## src/hw/rtl/dchm_pkg.sv

```systemverilog
// ----------------------------------------------------------------------------
// dchm_pkg: shared definitions for the duty cycle hysteresis meter
// Default widths, configuration register indexes and sequencer states.
// ----------------------------------------------------------------------------
`default_nettype none

package dchm_pkg;

    localparam int TIME_WIDTH_DEFAULT    = 48;
    localparam int VALUE_WIDTH_DEFAULT   = 32;
    localparam int FRACTION_BITS_DEFAULT = 16;

    localparam int CFG_INDEX_WIDTH = 3;

    localparam logic [CFG_INDEX_WIDTH-1:0] REG_ON_LEVEL     = 3'd0;
    localparam logic [CFG_INDEX_WIDTH-1:0] REG_OFF_LEVEL    = 3'd1;
    localparam logic [CFG_INDEX_WIDTH-1:0] REG_LEVEL_OFFSET = 3'd2;
    localparam logic [CFG_INDEX_WIDTH-1:0] REG_WINDOW_START = 3'd3;
    localparam logic [CFG_INDEX_WIDTH-1:0] REG_WINDOW_END   = 3'd4;

    typedef enum logic [2:0] {
        ST_IDLE,
        ST_WINDOW,
        ST_LEVEL,
        ST_STEP,
        ST_ACCUM,
        ST_DIVIDE,
        ST_DONE
    } state_t;

    typedef struct packed {
        logic in_ready;
        logic load_result;
    } ctrl_t;

endpackage

`default_nettype wire

```

## src/hw/rtl/dchm_if.sv

```systemverilog
// ----------------------------------------------------------------------------
// dchm interfaces: sample, result and configuration channels
// Valid/ready channels; a word moves when valid and ready are both high.
// ----------------------------------------------------------------------------
`default_nettype none

interface dchm_sample_if #(
    parameter int TIME_WIDTH  = dchm_pkg::TIME_WIDTH_DEFAULT,
    parameter int VALUE_WIDTH = dchm_pkg::VALUE_WIDTH_DEFAULT
);
    logic                          valid;
    logic                          ready;
    logic [TIME_WIDTH-1:0]         sample_time;
    logic signed [VALUE_WIDTH-1:0] sample_value;

    modport source (output valid, sample_time, sample_value, input ready);
    modport sink   (input valid, sample_time, sample_value, output ready);
endinterface

interface dchm_result_if #(
    parameter int TIME_WIDTH    = dchm_pkg::TIME_WIDTH_DEFAULT,
    parameter int FRACTION_BITS = dchm_pkg::FRACTION_BITS_DEFAULT
);
    logic                     valid;
    logic                     ready;
    logic [FRACTION_BITS:0]   duty_fraction;
    logic                     measure_valid;
    logic                     is_on;
    logic [TIME_WIDTH-1:0]    on_total;
    logic [TIME_WIDTH-1:0]    window_total;

    modport source (output valid, duty_fraction, measure_valid, is_on, on_total,
                    window_total, input ready);
    modport sink   (input valid, duty_fraction, measure_valid, is_on, on_total,
                    window_total, output ready);
endinterface

interface dchm_cfg_if #(
    parameter int DATA_WIDTH = dchm_pkg::TIME_WIDTH_DEFAULT
);
    logic                                 valid;
    logic                                 ready;
    logic [dchm_pkg::CFG_INDEX_WIDTH-1:0] index;
    logic [DATA_WIDTH-1:0]                data;

    modport source (output valid, index, data, input ready);
    modport sink   (input valid, index, data, output ready);
endinterface

`default_nettype wire

```

## src/hw/rtl/duty_cycle_hysteresis_meter.sv

```systemverilog
// ----------------------------------------------------------------------------
// duty_cycle_hysteresis_meter: windowed duty cycle with level hysteresis
//
// Channels: sample (sink) takes a timestamp and a signed value; result
// (source) returns one word per sample with the duty fraction, valid flag,
// hysteresis state and both time totals; cfg (sink) writes the five
// registers (on level, off level, offset, window start, window end) and is
// always ready; write it only while the meter is idle.
// Sequence: an accepted sample passes the window, level, step and accumulate
// states, then the restoring divider, which retires one quotient bit per
// cycle on a shared subtractor, then loads the result register. An empty
// window or a full fraction skips the divide. One sample is processed at a
// time; sample ready is high only when idle.
// Stall: the result sits in an output register; the next sample is accepted
// while it waits, and that sample holds in its last step until the register
// is free.
// Reset: totals, state, and the started, on and output valid flags clear;
// window end goes to all ones, levels and offset go to zero.
// ----------------------------------------------------------------------------
`default_nettype none

module duty_cycle_hysteresis_meter #(
    parameter int TIME_WIDTH    = dchm_pkg::TIME_WIDTH_DEFAULT,
    parameter int VALUE_WIDTH   = dchm_pkg::VALUE_WIDTH_DEFAULT,
    parameter int FRACTION_BITS = dchm_pkg::FRACTION_BITS_DEFAULT
) (
    input  wire logic           clk,
    input  wire logic           rst_n,
    dchm_sample_if.sink         sample,
    dchm_result_if.source       result,
    dchm_cfg_if.sink            cfg
);

    localparam int CNT_W = $clog2(FRACTION_BITS);

    // configuration
    logic signed [VALUE_WIDTH-1:0] on_level_reg;
    logic signed [VALUE_WIDTH-1:0] off_level_reg;
    logic signed [VALUE_WIDTH-1:0] level_offset_reg;
    logic [TIME_WIDTH-1:0]         window_start_reg;
    logic [TIME_WIDTH-1:0]         window_end_reg;

    // meter state
    logic [TIME_WIDTH-1:0] previous_time_reg;
    logic                  started_reg;
    logic                  on_flag_reg;
    logic [TIME_WIDTH-1:0] on_acc_reg;
    logic [TIME_WIDTH-1:0] win_acc_reg;

    // working registers
    dchm_pkg::state_t              state_reg, state_next;
    logic [TIME_WIDTH-1:0]         time_reg;
    logic signed [VALUE_WIDTH-1:0] value_reg;
    logic signed [VALUE_WIDTH:0]   vsum_reg;
    logic                          counted_reg;
    logic                          on_reg;
    logic [TIME_WIDTH-1:0]         step_reg;
    logic [TIME_WIDTH-1:0]         rem_reg;
    logic [FRACTION_BITS:0]        quo_reg;
    logic [CNT_W-1:0]              cnt_reg;
    logic                          meas_valid_reg;

    // result register
    logic                   out_valid_reg;
    logic [FRACTION_BITS:0] out_frac_reg;
    logic                   out_mvalid_reg;
    logic                   out_on_reg;
    logic [TIME_WIDTH-1:0]  out_on_total_reg;
    logic [TIME_WIDTH-1:0]  out_win_total_reg;

    dchm_pkg::ctrl_t ctrl;

    logic                    in_fire;
    logic                    out_fire;
    logic                    cfg_fire;
    logic [TIME_WIDTH:0]     on_sum;
    logic [TIME_WIDTH:0]     win_sum;
    logic [TIME_WIDTH-1:0]   on_sat;
    logic [TIME_WIDTH-1:0]   win_sat;
    logic [TIME_WIDTH:0]     rem_shift;
    logic [TIME_WIDTH:0]     rem_diff;
    logic                    rem_ge;
    logic signed [VALUE_WIDTH:0] on_ext;
    logic signed [VALUE_WIDTH:0] off_ext;

    assign in_fire  = sample.valid && ctrl.in_ready;
    assign out_fire = out_valid_reg && result.ready;
    assign cfg_fire = cfg.valid && cfg.ready;

    assign sample.ready = ctrl.in_ready;
    assign cfg.ready    = 1'b1;

    assign result.valid         = out_valid_reg;
    assign result.duty_fraction = out_frac_reg;
    assign result.measure_valid = out_mvalid_reg;
    assign result.is_on         = out_on_reg;
    assign result.on_total      = out_on_total_reg;
    assign result.window_total  = out_win_total_reg;

    // saturating accumulators
    assign on_sum  = {1'b0, on_acc_reg} + {1'b0, step_reg};
    assign win_sum = {1'b0, win_acc_reg} + {1'b0, step_reg};
    assign on_sat  = on_sum[TIME_WIDTH] ? '1 : on_sum[TIME_WIDTH-1:0];
    assign win_sat = win_sum[TIME_WIDTH] ? '1 : win_sum[TIME_WIDTH-1:0];

    // shared divider subtractor
    assign rem_shift = {rem_reg, 1'b0};
    assign rem_diff  = rem_shift - {1'b0, win_acc_reg};
    assign rem_ge    = rem_shift >= {1'b0, win_acc_reg};

    assign on_ext  = {on_level_reg[VALUE_WIDTH-1], on_level_reg};
    assign off_ext = {off_level_reg[VALUE_WIDTH-1], off_level_reg};

    // next state
    always_comb
    begin
        state_next = state_reg;
        case (state_reg)
            dchm_pkg::ST_IDLE:
            begin
                if (in_fire)
                    state_next = dchm_pkg::ST_WINDOW;
            end
            dchm_pkg::ST_WINDOW: state_next = dchm_pkg::ST_LEVEL;
            dchm_pkg::ST_LEVEL:  state_next = dchm_pkg::ST_STEP;
            dchm_pkg::ST_STEP:   state_next = dchm_pkg::ST_ACCUM;
            dchm_pkg::ST_ACCUM:  state_next = dchm_pkg::ST_DIVIDE;
            dchm_pkg::ST_DIVIDE:
            begin
                if (!meas_valid_reg || rem_reg == win_acc_reg || cnt_reg == '0)
                    state_next = dchm_pkg::ST_DONE;
            end
            dchm_pkg::ST_DONE:
            begin
                if (ctrl.load_result)
                    state_next = dchm_pkg::ST_IDLE;
            end
            default: state_next = dchm_pkg::ST_IDLE;
        endcase
    end

    // control outputs
    always_comb
    begin
        ctrl = '0;
        case (state_reg)
            dchm_pkg::ST_IDLE: ctrl.in_ready    = 1'b1;
            dchm_pkg::ST_DONE: ctrl.load_result = !out_valid_reg || result.ready;
            default:           ctrl = '0;
        endcase
    end

    always_ff @(posedge clk or negedge rst_n)
    begin
        if (!rst_n)
        begin
            state_reg        <= dchm_pkg::ST_IDLE;
            on_level_reg     <= '0;
            off_level_reg    <= '0;
            level_offset_reg <= '0;
            window_start_reg <= '0;
            window_end_reg   <= '1;
            previous_time_reg <= '0;
            started_reg      <= 1'b0;
            on_flag_reg      <= 1'b0;
            on_acc_reg       <= '0;
            win_acc_reg      <= '0;
            out_valid_reg    <= 1'b0;
        end
        else
        begin
            state_reg <= state_next;

            if (cfg_fire)
            begin
                case (cfg.index)
                    dchm_pkg::REG_ON_LEVEL:     on_level_reg <= cfg.data[VALUE_WIDTH-1:0];
                    dchm_pkg::REG_OFF_LEVEL:    off_level_reg <= cfg.data[VALUE_WIDTH-1:0];
                    dchm_pkg::REG_LEVEL_OFFSET: level_offset_reg <= cfg.data[VALUE_WIDTH-1:0];
                    dchm_pkg::REG_WINDOW_START: window_start_reg <= cfg.data[TIME_WIDTH-1:0];
                    dchm_pkg::REG_WINDOW_END:   window_end_reg <= cfg.data[TIME_WIDTH-1:0];
                    default:                    ;
                endcase
            end

            if (state_reg == dchm_pkg::ST_ACCUM && counted_reg)
            begin
                if (started_reg)
                begin
                    if (on_reg)
                        on_acc_reg <= on_sat;
                    on_flag_reg <= on_reg;
                    win_acc_reg <= win_sat;
                end
                previous_time_reg <= time_reg;
                started_reg       <= 1'b1;
            end

            if (ctrl.load_result)
                out_valid_reg <= 1'b1;
            else if (out_fire)
                out_valid_reg <= 1'b0;
        end
    end

    // datapath, no reset
    always_ff @(posedge clk)
    begin
        case (state_reg)
            dchm_pkg::ST_IDLE:
            begin
                if (in_fire)
                begin
                    time_reg  <= sample.sample_time;
                    value_reg <= sample.sample_value;
                end
            end
            dchm_pkg::ST_WINDOW:
            begin
                counted_reg <= (time_reg >= window_start_reg) &&
                               (time_reg <= window_end_reg);
                vsum_reg <= {value_reg[VALUE_WIDTH-1], value_reg} +
                            {level_offset_reg[VALUE_WIDTH-1], level_offset_reg};
            end
            dchm_pkg::ST_LEVEL:
            begin
                on_reg <= (vsum_reg > on_ext) || (on_flag_reg && (vsum_reg > off_ext));
            end
            dchm_pkg::ST_STEP:
            begin
                step_reg <= (time_reg >= previous_time_reg) ?
                            time_reg - previous_time_reg : '0;
            end
            dchm_pkg::ST_ACCUM:
            begin
                // totals settle here; divider starts next cycle
                meas_valid_reg <= (counted_reg || started_reg) &&
                                  (counted_reg && started_reg ? win_sat != '0
                                                              : win_acc_reg != '0);
                rem_reg <= (counted_reg && started_reg && on_reg) ? on_sat : on_acc_reg;
                quo_reg <= '0;
                cnt_reg <= CNT_W'(FRACTION_BITS - 1);
            end
            dchm_pkg::ST_DIVIDE:
            begin
                if (!meas_valid_reg)
                    quo_reg <= '0;
                else if (rem_reg == win_acc_reg)
                    quo_reg <= {1'b1, {FRACTION_BITS{1'b0}}};
                else
                begin
                    if (rem_ge)
                    begin
                        rem_reg <= rem_diff[TIME_WIDTH-1:0];
                        quo_reg <= {quo_reg[FRACTION_BITS-1:0], 1'b1};
                    end
                    else
                    begin
                        rem_reg <= rem_shift[TIME_WIDTH-1:0];
                        quo_reg <= {quo_reg[FRACTION_BITS-1:0], 1'b0};
                    end
                    cnt_reg <= cnt_reg - 1'b1;
                end
            end
            default: ;
        endcase

        if (ctrl.load_result)
        begin
            out_frac_reg      <= quo_reg;
            out_mvalid_reg    <= meas_valid_reg;
            out_on_reg        <= on_flag_reg;
            out_on_total_reg  <= on_acc_reg;
            out_win_total_reg <= win_acc_reg;
        end
    end

endmodule

`default_nettype wire

```

## src/flat_wrapper.sv

```systemverilog
// flat-port wrapper written by rule: the top's interface ports become plain ports
module duty_cycle_hysteresis_meter_flat 
#(
    parameter int TIME_WIDTH    = dchm_pkg::TIME_WIDTH_DEFAULT,
    parameter int VALUE_WIDTH   = dchm_pkg::VALUE_WIDTH_DEFAULT,
    parameter int FRACTION_BITS = dchm_pkg::FRACTION_BITS_DEFAULT
)
  (clk, rst_n, sample_valid, sample_sample_time, sample_sample_value, sample_ready, result_valid, result_duty_fraction, result_measure_valid, result_is_on, result_on_total, result_window_total, result_ready, cfg_valid, cfg_index, cfg_data, cfg_ready);
  dchm_sample_if #(.TIME_WIDTH(TIME_WIDTH), .VALUE_WIDTH(VALUE_WIDTH)) sample_i ();
  dchm_result_if #(.TIME_WIDTH(TIME_WIDTH), .FRACTION_BITS(FRACTION_BITS)) result_i ();
  dchm_cfg_if #(.DATA_WIDTH((dchm_pkg::TIME_WIDTH_DEFAULT))) cfg_i ();
  input  wire logic clk;
  input  wire logic rst_n;
  input wire logic [$bits(sample_i.valid)-1:0] sample_valid;
  input wire logic [$bits(sample_i.sample_time)-1:0] sample_sample_time;
  input wire logic [$bits(sample_i.sample_value)-1:0] sample_sample_value;
  output wire logic [$bits(sample_i.ready)-1:0] sample_ready;
  output wire logic [$bits(result_i.valid)-1:0] result_valid;
  output wire logic [$bits(result_i.duty_fraction)-1:0] result_duty_fraction;
  output wire logic [$bits(result_i.measure_valid)-1:0] result_measure_valid;
  output wire logic [$bits(result_i.is_on)-1:0] result_is_on;
  output wire logic [$bits(result_i.on_total)-1:0] result_on_total;
  output wire logic [$bits(result_i.window_total)-1:0] result_window_total;
  input wire logic [$bits(result_i.ready)-1:0] result_ready;
  input wire logic [$bits(cfg_i.valid)-1:0] cfg_valid;
  input wire logic [$bits(cfg_i.index)-1:0] cfg_index;
  input wire logic [$bits(cfg_i.data)-1:0] cfg_data;
  output wire logic [$bits(cfg_i.ready)-1:0] cfg_ready;
  assign sample_i.valid = sample_valid;
  assign sample_i.sample_time = sample_sample_time;
  assign sample_i.sample_value = sample_sample_value;
  assign sample_ready = sample_i.ready;
  assign result_valid = result_i.valid;
  assign result_duty_fraction = result_i.duty_fraction;
  assign result_measure_valid = result_i.measure_valid;
  assign result_is_on = result_i.is_on;
  assign result_on_total = result_i.on_total;
  assign result_window_total = result_i.window_total;
  assign result_i.ready = result_ready;
  assign cfg_i.valid = cfg_valid;
  assign cfg_i.index = cfg_index;
  assign cfg_i.data = cfg_data;
  assign cfg_ready = cfg_i.ready;
  duty_cycle_hysteresis_meter #(.TIME_WIDTH(TIME_WIDTH), .VALUE_WIDTH(VALUE_WIDTH), .FRACTION_BITS(FRACTION_BITS)) u_core (.clk(clk), .rst_n(rst_n), .sample(sample_i), .result(result_i), .cfg(cfg_i));
endmodule
```

## config.mk

```make
export PLATFORM = sky130hd
export DESIGN_NAME = duty_cycle_hysteresis_meter_flat
export DESIGN_NICKNAME = d
export VERILOG_FILES = /design/src/hw/rtl/dchm_pkg.sv /design/src/hw/rtl/dchm_if.sv /design/src/hw/rtl/duty_cycle_hysteresis_meter.sv /design/src/flat_wrapper.sv
export SDC_FILE = /design/constraint.sdc
export NUM_CORES = 2
export LEC_CHECK = 0
export BUFFER_PORTS_ARGS = -buffer_cell sky130_fd_sc_hd__buf_2
export CAP_MARGIN = 20
export CORE_MARGIN = 2
export CORE_UTILIZATION = 55
export CTS_CLUSTER_DIAMETER = 120
export DETAILED_ROUTE_END_ITERATION = 10
export PLACE_DENSITY = 0.73
export SLEW_MARGIN = 20
export SYNTH_ARGS = -nofsm -noshare
export SYNTH_HDL_FRONTEND = slang
export SYNTH_SLANG_ARGS = --single-unit
```

## constraint.sdc

```tcl
create_clock -name clk -period 8.76 [get_ports clk]
set_input_delay 1.752 -clock clk [delete_from_list [all_inputs] [get_ports clk]]
set_output_delay 1.752 -clock clk [all_outputs]
set_load 0.005 [all_outputs]
```

**After elaboration in Yosys (flattened, before gate mapping)**

Index checks and enable logic that the tools add are counted.

- Word-level logic and storage cells: 110
- Input bits: 136
- Output and inout port bits: 118
- Register bits after elaboration: 690

- Reductions and logical operators: 32
- $lt $le $gt $ge: 6
- Equality and inequality tests: 16
- Add/subtract/negate cells: 6
- Mux-type cells: 23

Operator list:

| kind | count |
|---|---|
| $mux 48 | 6 |
| $add 48x48->49 | 2 |
| $ge 48x48->1 | 2 |
| $pmux 48 s2 | 1 |
| $reduce_bool 48->1 | 2 |
| $sub 48x48->48 | 2 |
| $gt 33x32->1 | 2 |
| $ge 49x48->1 | 1 |
| $eq 48x48->1 | 1 |
| $le 48x48->1 | 1 |
| $mux 17 | 2 |
| $pmux 17 s2 | 1 |
| $add 32x32->33 | 1 |
| $pmux 3 s7 | 1 |
| $reduce_and 2->1 | 7 |
| $eq 3x2->1 const B | 4 |
| $eq 3x3->1 const B | 4 |
| $mux 3 | 3 |
| $reduce_and 3->1 | 3 |
| $logic_and 1x1->1 | 8 |
| $mux 4 | 2 |
| $ne 2x1->1 const B | 4 |
| $pmux 4 s2 | 1 |
| $eq 3x1->1 const B | 2 |
| other kinds (8) | 20 |

**Depth between registers and ports, before layout**

- Depth in word-level cells: 5
- Gate-level depth with buffers: 16
- Mapped depth without buffers: 14

**Worst setup path after synthesis**

No wires, ideal clock.

- Path kind: input to register
- Start point: in result_ready
- End point: reg u_core.out_frac_reg[0], in the netlist u_core.result.duty_fraction[0], enable pin
- Buffers on the path: 0
- Path slack: 1.559 ns
- Stages: 2
- Required time: 8.170 ns
- Arrival: 6.611 ns
- Setup time: 0.590 ns
- Cells stage by stage: nor2b_1 nor2_1

RTL lines:

| element | RTL line | RTL |
|---|---|---|
| from (decl) | flat_wrapper.sv:24 | `input wire logic [$bits(result_i.ready)-1:0] result_ready;` |
| to (signal assigned) | duty_cycle_hysteresis_meter.sv:270 | `out_frac_reg <= quo_reg;` |
| to (decl) | duty_cycle_hysteresis_meter.sv:65 | `logic [FRACTION_BITS:0] out_frac_reg;` |

**Worst setup path in the final report**

- Start point: reg u_core.on_acc_reg[0]
- End point: reg u_core.on_acc_reg[33]

- Word-level cells in the longest chain between the ends: 2

RTL lines:

| element | RTL line | RTL |
|---|---|---|
| from (decl) | duty_cycle_hysteresis_meter.sv:47 | `logic [TIME_WIDTH-1:0] on_acc_reg;` |
| from (signal assigned) | duty_cycle_hysteresis_meter.sv:191 | `on_acc_reg <= on_sat;` |
| $add 48x48->49 | duty_cycle_hysteresis_meter.sv:101 | `assign on_sum = {1'b0, on_acc_reg} + {1'b0, step_reg};` |
| $mux 48 | duty_cycle_hysteresis_meter.sv:103 | `assign on_sat = on_sum[TIME_WIDTH] ? '1 : on_sum[TIME_WIDTH-1:0];` |

Every way passes these cells.
A chain may end at the register's enable or synchronous reset.

==> results.md <==
- The final global-route overflow total is 0.
- The clock-pin slew of the registers on the worst-case setup and hold paths is 0.06 ns.
- The hold-critical path depth is 0.
- Routability-driven placement finished with a final weighted congestion of 1.050.
- The number of failing hold endpoints at the final stage is 0.
- The cell area that synthesis handed to floorplanning was between 0.04 and 0.05 mm2.
- Overall power consumption after layout is estimated at between 20 and 25 mW.
- The final clock skew is 0.03065 ns.
- Counting the buffers created by CTS gives 79.
- By instance count, the leading cell after synthesis is sky130_fd_sc_hd__o21ai_0.
- The minimum clock period after layout is 4.946 ns.
- The height of the chip is 281.2 um.
- The fill cell total of the finished layout is 6380.
- The buffer and inverter count on the worst path is 4.
- For this run, the top clock speed supported by timing is around 200 MHz.
- In this run the power density over the cells is 431.7 mW/mm2.
- The number of antenna violations at the first check in global routing is 1.
- The DRC violations left is 0.
- The utilization of the core after routing is 0.6211.
- The post-synthesis area per instance is 9.944 um2.
- The synthesized instance count is 4251.
- Across all layers, the routed design uses 33320 vias.
- The sequential share of the synthesized area is 0.4511.
- The met3 routing resource usage after global routing is 0.04315.
- The synthesized netlist net count is 4779.
- The kind of launch point of the worst setup path is a flip-flop.
- The met2 track utilization from global routing is 0.4808.
- The count of hold buffers inserted by post-cts repair is 0.
- The diode insertion count for antenna repair is 0.
- The largest area contributor in the netlist is sky130_fd_sc_hd__edfxtp_1.
- The first TritonRoute pass finished after 5 iterations.
- The flow ran to the end, and the final reports show no timing, DRC or antenna violations.
- The number of synthesized register bits is 690.
- From left edge to right edge, the die measures around 280 um.
- The flip-flop cell with the highest count after synthesis is sky130_fd_sc_hd__edfxtp_1.
- The path class of the lowest-slack min-delay path is reg -> reg.
- The count of cells in the finished layout, fillers not included, comes to 5553.
- The count of routing violations after the opening detailed-route iteration is about 3000.
- The worst reg-to-reg path cell count is 16.
- The floorplan step defined a die boundary enclosing between 0.07 and 0.08 mm2.
- After detailed routing, the average wire length per cell comes to 21.42 um.
- For this design the top-level I/O count stands at approximately 250.
- The detailed-route vias per instance is between 6 and 7.
- TritonCTS built the clock tree.
- After clock tree synthesis, the setup repair step added 0 buffers.
- After synthesis, the most frequently instantiated cells are 401 x sky130_fd_sc_hd__o21ai_0, 387 x sky130_fd_sc_hd__ha_1, 348 x sky130_fd_sc_hd__edfxtp_1, 342 x sky130_fd_sc_hd__nand2_1, 318 x sky130_fd_sc_hd__inv_1.
- The first global-routing pass estimated 183200 um of wire.
- For the final routed database, the setup TNS stands at 0 ns.
- During placement, the flow inserted port buffers numbering roughly 250.
- Detailed placement finished with a half-perimeter wire length of 90790 um.
- Yosys attributes the largest share of cell area to sky130_fd_sc_hd__edfxtp_1 25%, sky130_fd_sc_hd__dfrtp_1 17%, sky130_fd_sc_hd__ha_1 11%.
- The starting utilization of the core area is 0.5556.
- The tool flagged a number of max-cap violations equal to 0.
- Setup violations remaining at the end of the flow were counted as 0.
- The met1 demand-to-capacity share in global routing is 0.4065.
- The worst IR drop on VDD is 238.3 uV.
- In this run, post-CTS repair resized a total of 0 instances.
- The dominant delay contributor by cell family on the critical path is compound AO/OA/AOI/OAI gates.
- The area growth from synthesis to layout is 11.77%.
- The worst setup path is captured at a flip-flop.
- The clock passes through at most 3 buffers.
- The count of distinct cell types in the synthesized netlist is 89.
- In this run the core area contains 101 standard-cell rows.
- At the later pin of the worst-skew pair, clock insertion delay measures about 0.66 ns.
- Headroom to the max-slew limit came out at 0.2516.
- Setup slack on the critical path of the routed design comes to 3.814 ns.
- The area of the placeable core is 0.07608 mm2.
- Across every metal layer, demand over resource in global routing totals 0.3009.
- The number of placed instances, taps included is approximately 5400.
- Of the post-synthesis cell area, the dominant cell type holds 0.2472.
- The worst path required time is 9.34 ns.
- The library cell used as clock root buffer is sky130_fd_sc_hd__clkbuf_16.
- The number of enable flip-flop cells after synthesis is 348.
- The critical setup path kind is reg -> reg.
- The highest fanout seen on the critical path is 34.
- The largest stage delay on the critical path is 0.53 ns.
- In the final layout, the multi-input gates occupy 0.02147 mm2.
- Traced cell by cell, the critical path runs through ha_1 -> inv_1 -> fa_1 -> nor2b_1 -> o2111ai_1 -> and3_1 -> o31ai_2 -> buf_4 -> nand3_1 -> a31oi_1 -> o2111ai_1 -> a31oi_4 -> buf_4 -> inv_1 -> nand2_1 -> o22a_1.
- The net count of the finished layout is 4985.
- The transition at the pin with the smallest max-transition slack is 1.112 ns.
- The busiest layer in global routing is met2.
- The share of async-settable or async-resettable flops after synthesis is 0.4957.
- The share of layout cells above drive strength 1 is 0.1331.
- Setup repair after global routing left no endpoint under its margin.
- Entering global routing, the biggest net connects 160 pins.
- The fraction of the cycle the final worst path needs is 0.5646.
- The deepest level of the CTS H-tree is 3.
- The number of global-route vias before repair came to between 30000 and 40000.
- Summing all flip-flop and latch instances after layout gives 0.01907 mm2.
- During synthesis, Yosys emitted a total of 0 warnings.
- The analysis attributes to cell leakage a power of about 20 nW.
- The wire length reported by the detailed router is 119000 um.
- The critical path runs through a total of 16 cells.
- The highest-delay cell along the critical path is sky130_fd_sc_hd__a31oi_1.
- For the worst setup path, the data arrival time is 5.52 ns.
- The detail route stage leaves a number of antenna-violating nets equal to 0.
- The post-placement setup slack is 3.926 ns.
- The number of pins with negative max-slew slack in the final report came to 0.
- For this design, the sink count on the clock tree is 690.
## kinds of logic (layout without fill, tap and decap cells)
logic type / Yosys count / in the layout / synth area share
muxes: 112 / 112 / 0.02907
and+or+nand+nor: 1088 / 1088 / 0.1230
DFF: 690 / 690 / 0.4511
adders and majority gates: 393 / 393 / 0.1172
xor gates and xnor gates: 228 / 228 / 0.04724
AOI/OAI and AO/OA: 1264 / 1264 / 0.1892
buffers and inverters: 475 / 747 / 0.04316
other: 1 / 1 / 0.00008871
## cell usage in the layout (no fill, tap or decap), drive strengths merged, types with 20 or more instances in the layout
cell type  count
o211ai        20
edfxtp       348
xnor2        150
dfstp         48
and2          33
a21o         196
inv          325
a21oi        278
nor3          52
buf          282
nand4         94
nand2b        40
clkbuf       108
ha           387
mux2i         26
mux2          86
o21ai        403
dfrtp        294
a31oi         62
o221ai        20
nand2        343
nand3         59
nor2         289
nor4          28
a211oi        29
and3          36
o21a          43
a211o         22
o21bai        32
nor2b         44
xor2          78
## worst register-to-register path, cell delays in order, from the launching register on
cell and delay (ns):
sky130_fd_sc_hd__dfrtp_1 0.39, sky130_fd_sc_hd__ha_1 0.22, sky130_fd_sc_hd__inv_1 0.07, sky130_fd_sc_hd__fa_1 0.40
sky130_fd_sc_hd__nor2b_1 0.18, sky130_fd_sc_hd__o2111ai_1 0.15, sky130_fd_sc_hd__and3_1 0.22, sky130_fd_sc_hd__o31ai_2 0.21
sky130_fd_sc_hd__buf_4 0.20, sky130_fd_sc_hd__nand3_1 0.11, sky130_fd_sc_hd__a31oi_1 0.53, sky130_fd_sc_hd__o2111ai_1 0.31
sky130_fd_sc_hd__a31oi_4 0.46, sky130_fd_sc_hd__buf_4 0.44, sky130_fd_sc_hd__inv_1 0.32, sky130_fd_sc_hd__nand2_1 0.44
sky130_fd_sc_hd__o22a_1 0.23
## cell type report
cell class / count / share of cell area
repair buffers: 282 / 0.03194
flip-flops and latches: 690 / 0.4036
well taps: 1030 / 0.02728
multi-input cells: 3086 / 0.4544
clock inverters: 39 / 0.009904
inverters: 318 / 0.02526
clock buffers: 108 / 0.04761
## power breakdown
part	internal [mW]	switching, mW
combinational	4.29	6.82
sequential	4.79	1.05
clock	2.03	1.41
## layer usage
metal,up-vias,part of all wire
met5,-,0
met4,0,0.051
met2,1285,0.45
li1,15940,-
met3,278,0.070
met1,15820,0.42
## path summary, 6_finish.rpt
check                                     start  slack, ns                              end
setup / recovery           u_core.on_acc_reg[0]       3.81            u_core.on_acc_reg[33]
hold / removal               u_core.quo_reg[16]       0.42  u_core.result.duty_fraction[16]
setup reg to reg           u_core.on_acc_reg[0]       3.81            u_core.on_acc_reg[33]
hold reg to reg              u_core.quo_reg[16]       0.42  u_core.result.duty_fraction[16]
max in group asynchronous                 rst_n       6.36      u_core.level_offset_reg[16]
min in group asynchronous                 rst_n       1.08      u_core.window_start_reg[44]
## stage by stage
step	hold slack [ns]	instance area, um2
after global routing	0.4305	47250
after detailed placement	0.4045	44530
after global placement	0.4049	44530
after CTS	0.4253	47250
after floorplan	0.4003	42270
final	0.4250	47250
Power figures use the tool's default switching activity.
